File: src/rtl/ggpc_pkg.sv
// shared types, constants and helper functions of the go-to-goal controller
package ggpc_pkg;

  // widths of the cordic datapath
  localparam int unsigned DW  = 25;  // scaled position difference, Q.8
  localparam int unsigned XW  = 28;  // cordic x/y with headroom for gain growth
  localparam int unsigned ZW  = 21;  // angle, Q.16 radians
  localparam int unsigned MAW = 28;  // multiplier operand a
  localparam int unsigned MBW = 17;  // multiplier operand b
  localparam int unsigned MPW = MAW + MBW;

  // angle constants in Q.16 radians
  localparam logic signed [ZW-1:0] ANG_HALF_PI = 21'sd102944;
  localparam logic signed [ZW-1:0] ANG_PI      = 21'sd205887;

  // inverse cordic gain, Q.16
  localparam logic [15:0] INV_GAIN = 16'd39797;

  // configuration register indexes
  localparam logic [2:0] CFG_LINEAR_GAIN  = 3'd0;
  localparam logic [2:0] CFG_ANGULAR_GAIN = 3'd1;
  localparam logic [2:0] CFG_STOP_TOL     = 3'd2;
  localparam logic [2:0] CFG_WALL_LEFT    = 3'd3;
  localparam logic [2:0] CFG_WALL_RIGHT   = 3'd4;
  localparam logic [2:0] CFG_WALL_BOTTOM  = 3'd5;
  localparam logic [2:0] CFG_WALL_TOP     = 3'd6;

  // input opcodes
  localparam logic OP_GOAL = 1'b0;
  localparam logic OP_TICK = 1'b1;

  // control of one cordic pass
  typedef struct packed {
    logic start;
    logic vector;  // 1 vectoring (atan2), 0 rotation
  } cordic_ctrl_t;

  // arctangent of 2^-i in Q.16 radians
  function automatic logic signed [ZW-1:0] atan_at(input logic [4:0] idx);
    logic signed [ZW-1:0] v;
    case (idx)
      5'd0:    v = 21'sd51472;
      5'd1:    v = 21'sd30386;
      5'd2:    v = 21'sd16055;
      5'd3:    v = 21'sd8150;
      5'd4:    v = 21'sd4091;
      5'd5:    v = 21'sd2047;
      5'd6:    v = 21'sd1024;
      5'd7:    v = 21'sd512;
      5'd8:    v = 21'sd256;
      5'd9:    v = 21'sd128;
      5'd10:   v = 21'sd64;
      5'd11:   v = 21'sd32;
      5'd12:   v = 21'sd16;
      5'd13:   v = 21'sd8;
      5'd14:   v = 21'sd4;
      5'd15:   v = 21'sd2;
      5'd16:   v = 21'sd1;
      default: v = '0;
    endcase
    return v;
  endfunction

  // saturate to a signed 16-bit value
  function automatic logic signed [15:0] sat16(input logic signed [31:0] v);
    logic signed [15:0] r;
    if (v > 32'sd32767) begin
      r = 16'sh7fff;
    end else if (v < -32'sd32768) begin
      r = 16'sh8000;
    end else begin
      r = v[15:0];
    end
    return r;
  endfunction

endpackage

File: src/rtl/ggpc_cordic.sv
// iterative cordic unit, one micro-rotation per cycle, vectoring or rotation
module ggpc_cordic #(
  parameter int unsigned N = 16
) (
  input  logic                          clk_i,
  input  logic                          rst_ni,
  input  ggpc_pkg::cordic_ctrl_t        ctrl_i,
  input  logic signed [ggpc_pkg::DW-1:0] x_i,
  input  logic signed [ggpc_pkg::DW-1:0] y_i,
  input  logic signed [ggpc_pkg::ZW-1:0] z_i,
  output logic                          done_o,
  output logic signed [ggpc_pkg::XW-1:0] x_o,
  output logic signed [ggpc_pkg::ZW-1:0] z_o
);
  import ggpc_pkg::*;

  localparam int unsigned IW = $clog2(N);
  localparam logic [IW-1:0] LAST = IW'(N - 1);

  logic              busy_q, done_q, vec_q, zero_q;
  logic [IW-1:0]     it_q;
  logic signed [XW-1:0] x_q, y_q, x_d, y_d, xs, ys;
  logic signed [ZW-1:0] z_q, z_d;
  logic signed [XW-1:0] xe, ye, px, py;
  logic signed [ZW-1:0] pz, ang;
  logic              pos;

  // quadrant pre-rotation of the start vector
  always_comb begin
    xe = {{(XW-DW){x_i[DW-1]}}, x_i};
    ye = {{(XW-DW){y_i[DW-1]}}, y_i};
    px = xe;
    py = ye;
    pz = '0;
    if (ctrl_i.vector) begin
      if (xe < 0) begin
        if (ye >= 0) begin
          px = ye;
          py = -xe;
          pz = ANG_HALF_PI;
        end else begin
          px = -ye;
          py = xe;
          pz = -ANG_HALF_PI;
        end
      end
    end else begin
      pz = z_i;
      if (z_i > ANG_HALF_PI) begin
        pz = z_i - ANG_PI;
        px = -xe;
        py = -ye;
      end else if (z_i < -ANG_HALF_PI) begin
        pz = z_i + ANG_PI;
        px = -xe;
        py = -ye;
      end
    end
  end

  // one micro-rotation
  always_comb begin
    xs  = x_q >>> it_q;
    ys  = y_q >>> it_q;
    ang = atan_at(5'(it_q));
    pos = vec_q ? y_q[XW-1] : ~z_q[ZW-1];
    if (pos) begin
      x_d = x_q - ys;
      y_d = y_q + xs;
      z_d = z_q - ang;
    end else begin
      x_d = x_q + ys;
      y_d = y_q - xs;
      z_d = z_q + ang;
    end
  end

  // iteration control
  always_ff @(posedge clk_i or negedge rst_ni) begin
    if (!rst_ni) begin
      busy_q <= 1'b0;
      done_q <= 1'b0;
      it_q   <= '0;
    end else begin
      done_q <= 1'b0;
      if (ctrl_i.start) begin
        busy_q <= 1'b1;
        it_q   <= '0;
      end else if (busy_q) begin
        if (it_q == LAST) begin
          busy_q <= 1'b0;
          done_q <= 1'b1;
        end else begin
          it_q <= it_q + 1'b1;
        end
      end
    end
  end

  // datapath registers
  always_ff @(posedge clk_i) begin
    if (ctrl_i.start) begin
      x_q    <= px;
      y_q    <= py;
      z_q    <= pz;
      vec_q  <= ctrl_i.vector;
      zero_q <= ctrl_i.vector && (x_i == '0) && (y_i == '0);
    end else if (busy_q) begin
      x_q <= x_d;
      y_q <= y_d;
      z_q <= z_d;
    end
  end

  assign done_o = done_q;
  assign x_o    = x_q;
  // zero vector has angle zero
  assign z_o    = zero_q ? '0 : z_q;

endmodule

File: src/rtl/ggpc_mul.sv
// shared signed multiplier with a registered product
module ggpc_mul (
  input  logic                            clk_i,
  input  logic                            en_i,
  input  logic signed [ggpc_pkg::MAW-1:0] a_i,
  input  logic signed [ggpc_pkg::MBW-1:0] b_i,
  output logic signed [ggpc_pkg::MPW-1:0] p_o
);
  import ggpc_pkg::*;

  logic signed [MPW-1:0] p_q;

  // product register
  always_ff @(posedge clk_i) begin
    if (en_i) begin
      p_q <= MPW'(a_i) * MPW'(b_i);
    end
  end

  assign p_o = p_q;

endmodule

File: src/rtl/go_to_goal_p_controller_core.sv
// top level of the go-to-goal proportional controller
// A goal item stores the target and gives no result. A tick item runs a
// vectoring cordic pass for the bearing, a rotation cordic pass for the projected distance and
// three products on one shared multiplier; a tick that is stopped or whose goal lies outside
// the walls skips both and goes straight to the final state. One item is in work at a time;
// the result sits in an output register, so a new item is taken while it waits.
module go_to_goal_p_controller_core #(
  parameter int unsigned CORDIC_ITERATIONS = 16
) (
  input  logic               clk_i,
  input  logic               rst_ni,
  // input items
  input  logic               in_valid_i,
  output logic               in_stall_o,
  input  logic               opcode_i,
  input  logic signed [15:0] pos_x_i,
  input  logic signed [15:0] pos_y_i,
  input  logic signed [15:0] heading_i,
  // result items
  output logic               out_valid_o,
  input  logic               out_stall_i,
  output logic               cmd_valid_o,
  output logic signed [15:0] linear_speed_o,
  output logic signed [15:0] angular_speed_o,
  output logic               out_of_range_o,
  output logic               idle_waiting_o,
  output logic               goal_reached_o,
  // configuration
  input  logic               cfg_we_i,
  input  logic [2:0]         cfg_idx_i,
  input  logic [15:0]        cfg_data_i
);
  import ggpc_pkg::*;

  typedef enum logic [3:0] {
    S_IDLE, S_VEC_GO, S_VEC_RUN, S_ROT_GO, S_ROT_RUN,
    S_MUL_ERR, S_MUL_LIN, S_MUL_ANG, S_MUL_END, S_FIN
  } state_e;

  state_e state_q;

  // configuration registers
  logic [15:0]        lin_gain_q, ang_gain_q;
  logic [14:0]        stop_tol_q;
  logic signed [15:0] wall_l_q, wall_r_q, wall_b_q, wall_t_q;

  // controller state
  logic signed [15:0] goal_x_q, goal_y_q, lle_q;
  logic               stopped_q;

  // per-item working registers
  logic signed [DW-1:0] dx_q, dy_q;
  logic signed [15:0]   hd_q;
  logic signed [ZW-1:0] zvec_q;
  logic signed [17:0]   lerr_q;
  logic signed [15:0]   lin_q, ang_q;
  logic                 cmd_q, oor_q, idle_q;

  // output register
  logic               out_valid_q, cmd_out_q, oor_out_q, idle_out_q, reached_out_q;
  logic signed [15:0] lin_out_q, ang_out_q;

  logic                 in_acc, in_walls, out_free, reached;
  logic signed [16:0]   dx17, dy17;
  logic signed [ZW-1:0] hz, aerr;
  logic signed [17:0]   lerr_d;
  logic [15:0]          lle_mag;

  cordic_ctrl_t         cctrl;
  logic                 c_done;
  logic signed [XW-1:0] c_x;
  logic signed [ZW-1:0] c_z, c_zin;
  logic                 m_en;
  logic signed [MAW-1:0] m_a;
  logic signed [MBW-1:0] m_b;
  logic signed [MPW-1:0] m_p;

  assign in_stall_o = (state_q != S_IDLE);
  assign in_acc     = in_valid_i && !in_stall_o;
  assign out_free   = !out_valid_q || !out_stall_i;

  // goal window check and position differences
  assign in_walls = (goal_x_q >= wall_l_q) && (goal_x_q <= wall_r_q) &&
                    (goal_y_q >= wall_b_q) && (goal_y_q <= wall_t_q);
  assign dx17   = 17'(goal_x_q) - 17'(pos_x_i);
  assign dy17   = 17'(goal_y_q) - 17'(pos_y_i);

  // heading in Q.16 and angular error
  assign hz   = {{(ZW-19){hd_q[15]}}, hd_q, 3'b000};
  assign aerr = zvec_q - hz;

  // linear error out of the projection product
  assign lerr_d  = m_p[41:24];
  assign lle_mag = lle_q[15] ? 16'(-17'(lle_q)) : 16'(lle_q);
  assign reached = {1'b0, lle_mag} < {2'b00, stop_tol_q};

  // cordic control
  always_comb begin
    cctrl.start  = (state_q == S_VEC_GO) || (state_q == S_ROT_GO);
    cctrl.vector = (state_q == S_VEC_GO);
    c_zin        = -hz;
  end

  // multiplier operand selection
  always_comb begin
    m_en = 1'b0;
    m_a  = '0;
    m_b  = '0;
    case (state_q)
      S_MUL_ERR: begin
        m_en = 1'b1;
        m_a  = c_x;
        m_b  = {1'b0, INV_GAIN};
      end
      S_MUL_LIN: begin
        m_en = 1'b1;
        m_a  = {{(MAW-18){lerr_d[17]}}, lerr_d};
        m_b  = {1'b0, lin_gain_q};
      end
      S_MUL_ANG: begin
        m_en = 1'b1;
        m_a  = {{(MAW-ZW){aerr[ZW-1]}}, aerr};
        m_b  = {1'b0, ang_gain_q};
      end
      default: begin
        m_en = 1'b0;
      end
    endcase
  end

  ggpc_cordic #(
    .N(CORDIC_ITERATIONS)
  ) u_cordic (
    .clk_i (clk_i),
    .rst_ni(rst_ni),
    .ctrl_i(cctrl),
    .x_i   (dx_q),
    .y_i   (dy_q),
    .z_i   (c_zin),
    .done_o(c_done),
    .x_o   (c_x),
    .z_o   (c_z)
  );

  ggpc_mul u_mul (
    .clk_i(clk_i),
    .en_i (m_en),
    .a_i  (m_a),
    .b_i  (m_b),
    .p_o  (m_p)
  );

  // configuration writes
  always_ff @(posedge clk_i or negedge rst_ni) begin
    if (!rst_ni) begin
      lin_gain_q <= 16'd2048;
      ang_gain_q <= 16'd16384;
      stop_tol_q <= 15'd20;
      wall_l_q   <= 16'sd0;
      wall_r_q   <= 16'sd22528;
      wall_b_q   <= 16'sd0;
      wall_t_q   <= 16'sd22528;
    end else if (cfg_we_i) begin
      case (cfg_idx_i)
        CFG_LINEAR_GAIN:  lin_gain_q <= cfg_data_i;
        CFG_ANGULAR_GAIN: ang_gain_q <= cfg_data_i;
        CFG_STOP_TOL:     stop_tol_q <= cfg_data_i[14:0];
        CFG_WALL_LEFT:    wall_l_q   <= cfg_data_i;
        CFG_WALL_RIGHT:   wall_r_q   <= cfg_data_i;
        CFG_WALL_BOTTOM:  wall_b_q   <= cfg_data_i;
        CFG_WALL_TOP:     wall_t_q   <= cfg_data_i;
        default: begin
        end
      endcase
    end
  end

  // sequencer, controller state and output register
  always_ff @(posedge clk_i or negedge rst_ni) begin
    if (!rst_ni) begin
      state_q       <= S_IDLE;
      goal_x_q      <= '0;
      goal_y_q      <= '0;
      stopped_q     <= 1'b1;
      lle_q         <= '0;
      out_valid_q   <= 1'b0;
      cmd_q         <= 1'b0;
      oor_q         <= 1'b0;
      idle_q        <= 1'b0;
      cmd_out_q     <= 1'b0;
      oor_out_q     <= 1'b0;
      idle_out_q    <= 1'b0;
      reached_out_q <= 1'b0;
      lin_out_q     <= '0;
      ang_out_q     <= '0;
    end else begin
      if (out_valid_q && !out_stall_i && (state_q != S_FIN)) begin
        out_valid_q <= 1'b0;
      end
      case (state_q)
        S_IDLE: begin
          if (in_acc) begin
            if (opcode_i == OP_GOAL) begin
              goal_x_q  <= pos_x_i;
              goal_y_q  <= pos_y_i;
              stopped_q <= 1'b0;
            end else begin
              idle_q  <= stopped_q;
              cmd_q   <= !stopped_q && in_walls;
              oor_q   <= !stopped_q && !in_walls;
              state_q <= (!stopped_q && in_walls) ? S_VEC_GO : S_FIN;
            end
          end
        end
        S_VEC_GO:  state_q <= S_VEC_RUN;
        S_VEC_RUN: begin
          if (c_done) begin
            state_q <= S_ROT_GO;
          end
        end
        S_ROT_GO:  state_q <= S_ROT_RUN;
        S_ROT_RUN: begin
          if (c_done) begin
            state_q <= S_MUL_ERR;
          end
        end
        S_MUL_ERR: state_q <= S_MUL_LIN;
        S_MUL_LIN: begin
          lle_q   <= sat16({{14{lerr_d[17]}}, lerr_d});
          state_q <= S_MUL_ANG;
        end
        S_MUL_ANG: state_q <= S_MUL_END;
        S_MUL_END: state_q <= S_FIN;
        S_FIN: begin
          if (out_free) begin
            out_valid_q   <= 1'b1;
            cmd_out_q     <= cmd_q;
            oor_out_q     <= oor_q;
            idle_out_q    <= idle_q;
            reached_out_q <= reached;
            lin_out_q     <= cmd_q ? lin_q : '0;
            ang_out_q     <= cmd_q ? ang_q : '0;
            if (reached) begin
              stopped_q <= 1'b1;
            end
            state_q <= S_IDLE;
          end
        end
        default: state_q <= S_IDLE;
      endcase
    end
  end

  // item datapath registers
  always_ff @(posedge clk_i) begin
    if (in_acc && (opcode_i == OP_TICK)) begin
      dx_q <= {dx17, 8'h00};
      dy_q <= {dy17, 8'h00};
      hd_q <= heading_i;
    end
    if ((state_q == S_VEC_RUN) && c_done) begin
      zvec_q <= c_z;
    end
    if (state_q == S_MUL_LIN) begin
      lerr_q <= lerr_d;
    end
    // linear speed only for a positive error
    if (state_q == S_MUL_ANG) begin
      lin_q <= (!lerr_q[17] && (lerr_q != '0)) ?
               sat16({{2{m_p[MPW-1]}}, m_p[MPW-1:15]}) : '0;
    end
    if (state_q == S_MUL_END) begin
      ang_q <= sat16({{7{m_p[MPW-1]}}, m_p[MPW-1:20]});
    end
  end

  assign out_valid_o     = out_valid_q;
  assign cmd_valid_o     = cmd_out_q;
  assign linear_speed_o  = lin_out_q;
  assign angular_speed_o = ang_out_q;
  assign out_of_range_o  = oor_out_q;
  assign idle_waiting_o  = idle_out_q;
  assign goal_reached_o  = reached_out_q;

endmodule

File: config.mk
export PLATFORM = sky130hd
export DESIGN_NAME = go_to_goal_p_controller_core
export DESIGN_NICKNAME = d
export VERILOG_FILES = /design/src/rtl/ggpc_pkg.sv /design/src/rtl/ggpc_cordic.sv /design/src/rtl/ggpc_mul.sv /design/src/rtl/go_to_goal_p_controller_core.sv
export SDC_FILE = /design/constraint.sdc
export NUM_CORES = 2
export LEC_CHECK = 0
export BUFFER_PORTS_ARGS = -buffer_cell sky130_fd_sc_hd__buf_2
export CAP_MARGIN = 10
export CORE_AREA = 2 2 364 276
export DETAILED_ROUTE_END_ITERATION = 10
export DIE_AREA = 0 0 366 278
export GPL_TIMING_DRIVEN = 0
export MAX_ROUTING_LAYER = met4
export PLACE_DENSITY_LB_ADDON = 0.05
export SYNTH_ARGS = -nofsm -noshare
export SYNTH_HDL_FRONTEND = slang
export SYNTH_SLANG_ARGS = --single-unit
export TNS_END_PERCENT = 30
File: constraint.sdc
create_clock -name clk_i -period 9.8 [get_ports clk_i]
set_input_delay 0.98 -clock clk_i [delete_from_list [all_inputs] [get_ports clk_i]]
set_output_delay 0.98 -clock clk_i [all_outputs]
set_load 0.01 [all_outputs]
[Yosys cells after proc, flatten, opt, wreduce, memory -nomap -nowiden]
Memories as Yosys holds them, arrays and structs flattened.
Cells that the tools add are included.
W data, S select, Z words.
Storage, ports and cells
  bits in read-only memories: 256
  logic and storage cells: 206
  register bits after elaboration: 455
  memories kept: 1
Operators by class
  reductions and logical operators: 44
  equality and inequality tests: 25
  add/subtract/negate cells: 16
  magnitude comparators: 15
  bitwise operators: 3
  multipliers: 1
  shift operators: 2
  multiplexer cells: 60
Memory list
  (name not given): depth 16, width 16, read ports 1, clocked after memory_dff 0, write ports 0, RTL line ggpc_pkg.sv:41  | case (idx)
Operators by type and width (number)
  $mux W28: 16
  $mux W21: 8
  $mux W16: 7
  $pmux W28 S3: 1
  $add A28 B28 Y28: 2
  $neg A25 Y28: 2
  $sshr A28 B4 Y28: 2
  $sub A28 B28 Y28: 2
  $logic_not A25 Y1: 2
  $pmux W16 S3: 1
  $mul A28 B17 Y45: 1
  $pmux W4 S10: 1
  $mux W4: 9
  $sub A16 B16 Y17: 2
  $ge A16 B16 Y1: 2
  $le A16 B16 Y1: 2
  $gt A30 B16 Y1 const B: 1
  $lt A30 B16 Y1 const B: 1
  $ge A25 B1 Y1 const B: 1
  $gt A25 B16 Y1 const B: 1
  $lt A25 B1 Y1 const B: 1
  $lt A25 B16 Y1 const B: 1
  $add A21 B19 Y21 const B: 1
  $add A21 B21 Y21: 1
  other kinds (38): 98

[Depth between registers and ports, before layout]
  word-level depth: 9
  mapped depth: 36
  depth with buffers taken out: 34

[Hierarchy]
Synthesis repeated with hierarchy kept, for this count alone.
Second synthesis, totals
  cell total of the unflattened synthesis: 5618
  area total of the unflattened synthesis: 51169.1 um^2
By module, submodules not included
  ggpc_mul: cells each 1956, area each 18220.0 um^2, sequential area each 1351.3 um^2, times used 1
  go_to_goal_p_controller_core: cells each 1677, area each 17380.4 um^2, sequential area each 8752.1 um^2, times used 1
  ggpc_cordic: cells each 1985, area each 15568.7 um^2, sequential area each 2522.4 um^2, times used 1

[Worst setup path after synthesis]
Ideal clock, no wire load.
  kind: reg-to-reg
  from: reg hd_q[1]
  to: reg u_mul.p_q[43], in the netlist u_mul.p_o[43] (data pin)
  stages on the path, launching flop included: 35
  arrival time: 8625 ps
  required time: 9541 ps
  path buffers: 3
  path slack: 916 ps
  cell sequence: edfxtp_1 -> clkbuf_1 -> inv_1 -> ha_1 -> nor2b_1 -> o21ai_0 -> a21boi_1 -> o31ai_1 -> a31oi_1 -> a211oi_1 -> a211o_1 -> o211a_1 -> clkbuf_1 -> buf_1 -> a21oi_1 -> fa_1 -> inv_1 -> fa_1 -> inv_1 -> fa_1 -> fa_1 -> fa_1 -> inv_1 -> fa_1 -> inv_1 -> ha_1 -> and4_1 -> nor4b_1 -> and3_1 -> a311o_1 -> o211ai_1 -> a31oi_1 -> o21ai_0 -> nand2b_1 -> xor2_1
On the way
  cells in the longest elaborated chain, start to end: 3
RTL lines
  start, declared: RTL line go_to_goal_p_controller_core.sv:53  | logic signed [15:0] hd_q;
  start signal, assigned: RTL line go_to_goal_p_controller_core.sv:259  | hd_q <= heading_i;
  $sub A21 B19 Y21: RTL line go_to_goal_p_controller_core.sv:90  | assign aerr = zvec_q - hz;
  $pmux W28 S3: RTL line go_to_goal_p_controller_core.sv:109  | case (state_q)
  $mul A28 B17 Y45: RTL line ggpc_mul.sv:16  | p_q <= MPW'(a_i) * MPW'(b_i);
  end signal, assigned: RTL line ggpc_mul.sv:16
  end, declared: RTL line ggpc_mul.sv:11  | logic signed [MPW-1:0] p_q;
No other way between the ends.
A chain may end at the register's enable or synchronous reset.

[Final worst setup path]
  from: reg state_q[2]
  to: reg u_mul.p_q[41], in the netlist u_mul.p_o[41] (data pin)
On the way
  cells in the longest elaborated chain, start to end: 3
  elaborated cells on any way between the ends: 6
  classes of those cells: 1 x mul; 3 x eq/ne; 2 x mux
RTL lines
  start, declared: RTL line go_to_goal_p_controller_core.sv:40  | state_e state_q;
  start signal, assigned: RTL line go_to_goal_p_controller_core.sv:211  | state_q <= (!stopped_q && in_walls) ? S_VEC_GO : S_FIN;
  $eq A4 B3 Y1: RTL line go_to_goal_p_controller_core.sv:109
  $pmux W28 S3 or $pmux W16 S3 (tied branches): RTL line go_to_goal_p_controller_core.sv:109
  $mul A28 B17 Y45 *: RTL line ggpc_mul.sv:16
Every way passes the cells marked *; elsewhere a longest branch is shown, timed or not.

==> flow_summary.ini <==
[sta]
clock-skew-final_ns = 0.0467
timing.final.hold_violations = 0
worst_pin_slew_ns = 1.34
post-route-period-util_pct = 97.1
timing.final.crit_period_ns = 9.51
slew-limit-headroom_pct = 10.4
drv_slew = 0
max_freq_mhz = 105
final_setup_violation_count = 0

[critical_path]
slowest_stage = sky130_fd_sc_hd__fa_1
critical_path.max_fanout = 10
critPathRequiredTime_ns = 10.20
timing.critical_path.slowest_cell_delay_ns = 0.58
worstSetupStartpointType = register
worst-r2r-setup-slack_ns = 0.29
timing.critical_path.arrival_ns = 9.91
critical_path.endpoint_type = register
setup.worst_path.class = reg2reg

[routing]
wl_per_cell_um = 26.7
number_of_drc_markers_in_iteration_0 = 5052
routed-via-count = 42200
detail_route.first_pass.iterations = 6
detail-route-antenna-nets = 0
totalWireLength_um = 186000
drcViolationCount = 0
vias_per_instance = 6.05

[layout]
signed_area_change_from_the_synthesized_netlist_to_the_final_layout_pct = 9.60
final_layout_size_suffix_gt1_share_pct = 10.0
final_cells = 6967
fin_nets = 6434

[clock_tree]
post_cts_hold_buffer_count = 0
cts.path.max_buffers = 3
path_clk_slew_ns = 0.07
cts-root-buf = sky130_fd_sc_hd__clkbuf_16
clock_insertion_delay_worst_skew_ns = 0.67
cts.sinks = 440
cts_made_buffers = 50
clock_tree_from_tritoncts = yes
htree_levels = 2

[logic_synthesis]
syn_avg_cell_area_sq_um = 9.00
synth.yosys.warnings = 0
ys_dominant_reg_cell = sky130_fd_sc_hd__edfxtp_1
number_of_enable_type_register_cells_in_the_synthesized_netlist = 230
asyncSetResetFlopFracSynth_pct = 47.7
yosys_register_bits = 440
synth_net_count = 6242
synthesis.area_sq_mm = 0.0486
syn-instance-count = 5403
netlist-cell-type-count = 99
synth-seq-area-share_pct = 25.0

[grt]
grt_pass1_vias = 40800
grt_antenna_before_repair = 9
grt_max_degree = 119
gr-total-overflow = 0
gr-usage-all-layers_pct = 37.7
grt_first_pass_wirelength_um = 275000

[floorplanning]
die_y_um = 278
boundaryPins = 111
floorplan.core_area_sq_mm = 0.0983
design.die.area_sq_mm = 0.102
std_cell_rows = 100
effective_utilization_at_floorplan_pct = 49.5
dieWidth_um = 366

[placement]
hpwlAfterDp_um = 151000
post_place_cells = 6852
gp_congestion = 1.05
io_buffer_count = 108

[power_and_ir_drop]
power-per-cell-area_mw_per_mm2 = 397
totalPowerFinal_uw = 21200
power_leakage_uw = 0.0238
max-vdd-ir-drop_v = 0.000407

[hold_path]
hold_path_class = in2async

[job]
drv.max_cap_violation_count = 0

[status]
outcome = complete, no violations
-- through the flow --
stage	utilization [%]	setup WS (ns)	hold slack (ns)	instance area [sq um]	TNS (ns)
detailed placement	52.0	-1.77	0.465	51100	-29.37
CTS	53.9	0.00180	0.363	53000	0
global placement	51.7	-1.87	0.460	50800	-30.90
finish	54.2	0.288	0.344	53300	0
global route	54.2	-0.0341	0.392	53300	-0.0341
floorplan	-	0.916	0.424	48600	0
-- Yosys cell counts, types with 114 or more instances --
cell type	n	area (sq um)
sky130_fd_sc_hd__ha_1	329	4120
sky130_fd_sc_hd__xnor2_1	170	1490
sky130_fd_sc_hd__o21ai_0	363	1820
sky130_fd_sc_hd__nand2_1	657	2470
sky130_fd_sc_hd__inv_1	715	2680
sky130_fd_sc_hd__mux2_2	116	1310
sky130_fd_sc_hd__clkbuf_1	202	758
sky130_fd_sc_hd__nor3_1	114	571
sky130_fd_sc_hd__dfrtp_1	199	4980
sky130_fd_sc_hd__nor2_1	371	1390
sky130_fd_sc_hd__a21oi_1	314	1570
sky130_fd_sc_hd__edfxtp_1	230	6910
sky130_fd_sc_hd__fa_1	437	8750
-- critical path, delay by kind of cell (launching register included) --
kind	cells	cell delay, ns
AND/OR/NAND/NOR	6	1.43
AO/OA/AOI/OAI	6	1.71
flip-flops	1	0.32
adder cells (fa/ha/maj)	7	3.48
XOR/XNOR	1	0.12
buffers and inverters	11	2.17
-- cell type report --
type / count / area [sq um]
Fill cell: 9274 / 45000
Tap cell: 1326 / 1660
Clock inverter: 27 / 274
Buffer: 248 / 1090
Multi-Input combinational cell: 3989 / 33000
Timing Repair Buffer: 147 / 956
Inverter: 719 / 2700
Clock buffer: 67 / 1460
Sequential cell: 440 / 12200
Antenna cell: 4 / 10.0
-- timing repair --
| action | 4_1_cts | 5_1_grt |
|---|---|---|
| setup buffers | 9 | 14 |
| pin swaps | 3 | 12 |
| endpoints found under the setup margin | 30 | 19 |
| gates resized for setup | 41 | 82 |
-- cells in the final DEF (no fill, tap or decap), drive strengths merged, types with 43 or more instances in the layout --
master	instances
inv	719
nand2	657
fa	437
nor2	373
o21ai	367
ha	329
a21oi	314
clkbuf	261
edfxtp	230
buf	201
dfrtp	199
xnor2	172
mux2	116
nor3	115
a21o	97
xor2	94
nor2b	72
nand3	67
mux4	57
mux2i	50
nand2b	43
-- where the power goes --
group | total, uW | internal (uW) | switching (uW)
combinational | 15200 | 5610 | 9620
clock | 2010 | 1120 | 896
sequential | 3910 | 2970 | 939
total | 21200 | 9700 | 11500
-- kinds of logic (layout without fill, tap and decap cells) --
family	after synthesis	count (layout)	share of synthesized area (%)
simple gates	1549	1549	14.5
compound gates	1183	1183	15.2
buf+inv	974	1208	7.68
fa+ha+maj	768	768	26.5
flops	440	440	25.0
xor+xnor	266	266	4.82
mux	223	223	6.35
other cells	0	4	0
-- flip-flops by register name, indices dropped and copies added, names as in the netlist, 17 cells and up --
register	count
u_cordic.z_q	21
u_mul.p_o	30
dy_q	17
u_cordic.y_q	28
zvec_q	21
u_cordic.x_o	28
dx_q	17
lerr_q	18
-- metal layers --
metal | global-route usage [%] | up-vias | wire (um)
met3 | 12.2 | 255 | 24200
met5 | - | - | 0
met4 | 8.45 | 0 | 5080
li1 | - | 18800 | -
met1 | 55.9 | 20900 | 85300
met2 | 49.5 | 2184 | 71800
-- path summary, 6_finish.rpt --
check,from,end,depth (start not counted)
setup / recovery,state_q[2],u_mul.p_o[41],31
hold / removal,rst_ni,u_cordic.it_q[0],2
setup reg to reg,state_q[2],u_mul.p_o[41],31
hold reg to reg,angular_speed_o[0],angular_speed_o[0],2
max in group asynchronous,rst_ni,wall_r_q[8],3
min in group clk_i,angular_speed_o[0],angular_speed_o[0],2
Power figures use the tool's default switching activity.
